===== config.mk =====
export PLATFORM = sky130hd
export DESIGN_NAME = rbme_front
export DESIGN_NICKNAME = d
export VERILOG_FILES = /design/src/rtl/rbme_pkg.sv /design/src/rtl/rbme_front.sv
export SDC_FILE = /design/constraint.sdc
export NUM_CORES = 1
export LEC_CHECK = 0
export ABC_AREA = 1
export BUFFER_PORTS_ARGS = -buffer_cell sky130_fd_sc_hd__clkbuf_2
export CORE_ASPECT_RATIO = 2
export CORE_MARGIN = 3
export CORE_UTILIZATION = 35
export CTS_BUF_LIST = sky130_fd_sc_hd__clkbuf_8 sky130_fd_sc_hd__clkbuf_16
export DETAILED_ROUTE_END_ITERATION = 10
export PLACE_DENSITY = 0.84
export SETUP_SLACK_MARGIN = 0.05
export SYNTH_ARGS = -nofsm -noshare
export SYNTH_HDL_FRONTEND = slang
export SYNTH_SLANG_ARGS = --single-unit

===== constraint.sdc =====
create_clock -name clk -period 5.5 [get_ports clk]
set_clock_uncertainty 0.15 [all_clocks]
set_input_delay 1.1 -clock clk [delete_from_list [all_inputs] [get_ports clk]]
set_output_delay 1.1 -clock clk [all_outputs]
set_load 0.01 [all_outputs]

===== src/rtl/rbme_pkg.sv =====
// Shared opcodes, write kinds and the decoded request type for the execute unit.
package rbme_pkg;

    localparam logic [5:0] OP_ADDI  = 6'h08;
    localparam logic [5:0] OP_BEQ   = 6'h04;
    localparam logic [5:0] OP_BGT   = 6'h06;
    localparam logic [5:0] OP_BGE   = 6'h09;
    localparam logic [5:0] OP_BLT   = 6'h01;
    localparam logic [5:0] OP_BLE   = 6'h0B;
    localparam logic [5:0] OP_BNE   = 6'h05;
    localparam logic [5:0] OP_FBGT  = 6'h07;
    localparam logic [5:0] OP_FBGE  = 6'h0E;
    localparam logic [5:0] OP_FBNE  = 6'h03;
    localparam logic [5:0] OP_ILW   = 6'h2F;
    localparam logic [5:0] OP_ILWF  = 6'h27;
    localparam logic [5:0] OP_ISW   = 6'h37;
    localparam logic [5:0] OP_ISWF  = 6'h3B;
    localparam logic [5:0] OP_J     = 6'h02;
    localparam logic [5:0] OP_JAL   = 6'h18;
    localparam logic [5:0] OP_JALR  = 6'h38;
    localparam logic [5:0] OP_LW    = 6'h23;
    localparam logic [5:0] OP_LWF   = 6'h24;
    localparam logic [5:0] OP_SLL   = 6'h3F;
    localparam logic [5:0] OP_SLLI  = 6'h3E;
    localparam logic [5:0] OP_SW    = 6'h2B;
    localparam logic [5:0] OP_SWF   = 6'h2C;

    localparam logic [2:0] WK_NONE = 3'd0;
    localparam logic [2:0] WK_INT  = 3'd1;
    localparam logic [2:0] WK_FLT  = 3'd2;
    localparam logic [2:0] WK_DMEM = 3'd3;
    localparam logic [2:0] WK_IMEM = 3'd4;

    localparam logic [4:0] LINK_REG = 5'd28;

    typedef struct packed {
        logic [5:0]  op;
        logic [4:0]  rs;
        logic [4:0]  rt;
        logic [4:0]  rd;
        logic [4:0]  sa;
        logic [31:0] imm;
        logic [25:0] target;
        logic        recog;
    } dec_t;

    function automatic logic f_is_nan(input logic [31:0] x);
        return x[30:0] > 31'h7F800000;
    endfunction

    function automatic logic [31:0] f_key(input logic [31:0] x);
        return x[31] ? ~x : (x | 32'h80000000);
    endfunction

    // Mode 0 is greater, mode 1 greater or equal, mode 2 not equal.
    function automatic logic f_cmp(input logic [31:0] a, input logic [31:0] b,
                                   input logic [1:0] mode);
        logic nan;
        logic eq;
        logic res;
        nan = f_is_nan(a) || f_is_nan(b);
        eq  = !nan && ((((a | b) & 32'h7FFFFFFF) == 32'd0) || (a == b));
        if (mode == 2'd2)
        begin
            res = !eq;
        end
        else if (nan)
        begin
            res = 1'b0;
        end
        else if (eq)
        begin
            res = (mode == 2'd1);
        end
        else
        begin
            res = f_key(a) > f_key(b);
        end
        return res;
    endfunction

endpackage


===== src/rtl/rbme_front.sv =====
// Front end: accepts instruction requests and decodes their fields.
module rbme_front
    import rbme_pkg::*;
(
    input  logic        clk,
    input  logic        rst_n,
    input  logic        push,
    output logic        full,
    input  logic [31:0] instr_word,
    output logic        dec_valid,
    output dec_t        dec,
    input  logic        dec_take
);
    logic valid_reg;
    logic valid_next;
    dec_t dec_reg;
    dec_t dec_next;
    logic accept;

    assign full   = valid_reg && !dec_take;
    assign accept = push && !full;

    always_comb
    begin
        dec_next.op     = instr_word[31:26];
        dec_next.rs     = instr_word[25:21];
        dec_next.rt     = instr_word[20:16];
        dec_next.rd     = instr_word[15:11];
        dec_next.sa     = instr_word[10:6];
        dec_next.imm    = {{16{instr_word[15]}}, instr_word[15:0]};
        dec_next.target = instr_word[25:0];
        case (instr_word[31:26]) inside
            OP_ADDI, OP_BEQ, OP_BGT, OP_BGE, OP_BLT, OP_BLE, OP_BNE, OP_FBGT,
            OP_FBGE, OP_FBNE, OP_ILW, OP_ILWF, OP_ISW, OP_ISWF, OP_J, OP_JAL,
            OP_JALR, OP_LW, OP_LWF, OP_SLL, OP_SLLI, OP_SW, OP_SWF:
                dec_next.recog = 1'b1;
            default:
                dec_next.recog = 1'b0;
        endcase
        valid_next = accept || (valid_reg && !dec_take);
    end

    always_ff @(posedge clk or negedge rst_n)
    begin
        if (!rst_n)
        begin
            valid_reg <= 1'b0;
        end
        else
        begin
            valid_reg <= valid_next;
        end
    end

    always_ff @(posedge clk)
    begin
        if (accept)
        begin
            dec_reg <= dec_next;
        end
    end

    assign dec_valid = valid_reg;
    assign dec       = dec_reg;
endmodule


Yosys cells after proc, flatten, opt, wreduce, memory -nomap -nowiden
Index checks and enable logic that the tools add are counted.
Word-level totals
  register bits after elaboration: 70
  bits of input ports: 36
  output and inout port bits: 87
Cells by class
  equality and inequality tests: 23
  multiplexer cells: 1
  reductions and logical operators: 6
Operator list (count)
  $eq A6 B6 Y1 const B: 11
  $eq A6 B3 Y1 const B: 4
  $eq A6 B4 Y1 const B: 4
  $reduce_or A23 Y1: 1
  $eq A6 B2 Y1 const B: 2
  $eq A6 B1 Y1 const B: 1
  $eq A6 B5 Y1 const B: 1
  $logic_and A1 B1 Y1: 2
  $logic_not A1 Y1: 2
  $logic_or A1 B1 Y1: 1
  $mux W1: 1

Logic depth before layout (Yosys ltp)
  depth after elaboration: 5
  gate-level depth with buffers: 8
  depth with buffers taken out: 8

Least setup slack after synthesis
OpenSTA, ideal clock, no wires.
  path kind: input port to flip-flop
  start point: in dec_take
  end point: reg dec_reg, in the netlist dec[0], enable pin
  library setup time: 423 ps
  data arrival time: 2575 ps
  setup slack: 2352 ps
  stages on the path: 2
  path through: nor2_1 -> nor2_1
Between the ends
  word-level cells in the longest chain between the ends: 4
RTL lines
  start, declared: RTL line rbme_front.sv:12  | input logic dec_take
  $logic_not A1 Y1: RTL line rbme_front.sv:20  | assign full = valid_reg && !dec_take;
  $logic_and A1 B1 Y1: RTL line rbme_front.sv:20
  $logic_not A1 Y1: RTL line rbme_front.sv:21  | assign accept = push && !full;
  $logic_and A1 B1 Y1: RTL line rbme_front.sv:21
  net accept: RTL line rbme_front.sv:18  | logic accept;
  end signal, assigned: RTL line rbme_front.sv:59  | dec_reg <= dec_next;
  end, declared: RTL line rbme_front.sv:16  | dec_t dec_reg;
The timed path passes the listed nets, and every way through them passes these cells.
A chain may end at the register's enable or synchronous reset.

Worst setup path in the final report
  start point: in dec_take
  end point: out full
Between the ends
  word-level cells in the longest chain between the ends: 2
RTL lines
  $logic_not A1 Y1: RTL line rbme_front.sv:20
  $logic_and A1 B1 Y1: RTL line rbme_front.sv:20
  end, declared: RTL line rbme_front.sv:8  | output logic full,
No other way between the ends.

==> impl_results.md <==
* CP endpoint kind: output port
* Worst EP arrival at 1.61 ns
* CTS H-tree depth at 2
* Avg WL per Cell at ~12 µm
* Area Growth Syn to Fin at 24.3%
* GPL Wtd Cong at 0.681
* Slew @ Worst Pin at around 0.85 ns
* Post-CTS Setup Inserts at 0
* RSZ-0062 raised after global routing: no
* CP required at between 4 and 5 ns
* Core Util, Final at 0.456
* FMAX at around 0.35 GHz
* CP max stage cell: nor2_1
* CTS sink count at 34
* Static leakage at between 0.9 and 1 nW
* Die X at roughly 53 µm
* CP max stage delay at 0.23 ns
* CTS Buf Count at 5
* Synth Warn # at 0
* Syn Inst Count at ~120
* Sequence of cells on the critical path: clkbuf_2 -> nor2_1 -> clkbuf_2
* Vias per std cell at around 4.1
* Setup TNS at 0 ns
* Overall routing resource usage at 0.119
* Placed cells at 238
* Initial Util at 0.367
* First-pass GRT wire length at 4510 µm
* Row cnt at 33
* Nets at 229
* Yosys top cell area share at 0.647
* Syn Nets at 152
* Placed cell area at 0.00182 mm²
* Synthesized area per cell at ~13 µm²
* DPL Wire Length at around 2500 µm
* Cell area power density at ~290 mW/mm²
* Crit Path Class: input pin to output port
* CTS tree: yes
* Post-synth cell types at 10
* # diodes at 0
* Root Driver: clkbuf_8
* Antenna violations before repair at 0
* Tot Pwr at 0.555 mW
* Critical Path Most Common Cell: clkbuf_2
* Storage element area at slightly above 0.001 mm²
* Outcome: completed
* Gr ovfl total at 0
* Clk pin slew, worst setup/hold paths at 0.06 ns
* Synth Cell Area at 0.00153 mm²
* Hold Fails Final Rpt at 0
* Detail Route Antenna Nets at 0
* Synth area leaders: edfxtp_1 65%, buf_4 25%, nand2_1 2.7%
* Max-cap violation count at 0
* Die Ht at ~100 µm
* Register area share after synthesis at 0.663
* WL final at around 3000 µm
* Max Buffers Root-to-Sink at 2
* Vias in the first global route at ~1.0k
* Cts hold-fix bufs at 0
* Cell taking the most area after synthesis: edfxtp_1
* Number of synthesized register bits at 34
* Resize count post-CTS at 0
* Crit path max fanout at 2
* Worst-skew pair later-pin latency at approximately 0.27 ns
* Final Max Tran Viols at 0
* Core area at between 0.004 and 0.005 mm²
* Startpoint Class: input pin
* Via count at between 1k and 1.5k
* PortBufs at around 120
* Die area at between 0.005 and 0.006 mm²
* Initial drt markers at 13
* Rel. slew slack at 0.430
* Final min period at between 2 and 3 ns
* I/O pins at 123
* Area occupied by multi-input gates at around 100 µm²
* DRC Markers at 0
* Final setup vio count at 0
* Fin area at ~0.0019 mm²
* Cell Count, Final, Fillers Out at ~250
* Peak VDD IR at roughly 0.17 mV
* Largest register FFs at 33
* Final Cycle Share at 0.520
* Layout cells sized above 1 at 0.679
* TritonRoute pass-1 iters at 4
* Fill count at 410
* Largest net degree at the start of global routing at 34
* HP Class: flip-flop to flip-flop
worst max-delay path: cells and delay by family:
family	cells	cell delay [ns]
simple gates	1	0.23
buf+inv	2	0.28
cell type report:
type | instances | share of cell area
Sequential cell | 34 | 0.534
Timing Repair Buffer | 122 | 0.321
Multi-Input combinational cell | 22 | 0.0539
Clock buffer | 5 | 0.0362
Tap cell | 52 | 0.0342
Inverter | 8 | 0.0158
Clock inverter | 2 | 0.00526
power by group:
group	switching [mW]	leakage [nW]	total, mW	internal, mW
Combinational	0.0449	0.603	0.0779	0.0331
Clock	0.0818	0.0438	0.166	0.0847
Sequential	0.00817	0.325	0.311	0.302
cell families after synthesis:
logic type,count (synthesis),synth area share
AO/OA/AOI/OAI,3,0.0114
flip-flops,34,0.663
buffers and inverters,60,0.275
AND/OR/NAND/NOR,19,0.0507
cell usage after synthesis:
cell type / instances
nand3_1: 3
buf_4: 52
o21ai_0: 2
a21boi_0: 1
nor2_2: 1
nand2_1: 11
inv_1: 8
dfrtp_1: 1
edfxtp_1: 33
nor2_1: 4
layer usage:
metal | vias to the layer above | share of wire | GRT usage
met1 | 441 | 0.29 | 0.115
li1 | 483 | - | -
met2 | 82 | 0.54 | 0.204
met4 | 0 | 0.023 | 0.0591
met5 | - | 0 | 0
met3 | 7 | 0.15 | 0.0555
final timing paths:
path,cells after the start,endpoint,slack [ns],start
worst max-delay path,3,full,2.64,dec_take
worst min-delay path,2,dec_valid$_DFF_PN0_,0.42,dec_valid$_DFF_PN0_
worst max register to register,3,dec[0]$_DFFE_PP_,3.78,dec_valid$_DFF_PN0_
worst min register to register,2,dec_valid$_DFF_PN0_,0.42,dec_valid$_DFF_PN0_
max in group asynchronous,1,dec_valid$_DFF_PN0_,4.68,rst_n
min in group asynchronous,1,dec_valid$_DFF_PN0_,0.44,rst_n
placed cells by master (no fill, tap or decap):
| cell | count |
|---|---|
| nand2_1 | 11 |
| clkinv_2 | 2 |
| nor2_4 | 1 |
| nor2_2 | 1 |
| clkbuf_8 | 5 |
| o21ai_0 | 2 |
| dfrtp_1 | 1 |
| a21boi_0 | 1 |
| nor2_1 | 3 |
| nand3_1 | 3 |
| edfxtp_1 | 33 |
| clkbuf_2 | 122 |
| inv_1 | 8 |
metrics by stage:
stage	hold slack (ns)	setup WS, ns
floorplan	0.421	2.35
global placement	0.387	2.68
detailed placement	0.406	2.64
CTS	0.415	2.64
global route	0.426	2.62
finish	0.416	2.64
(Power assumes the default switching activity.)
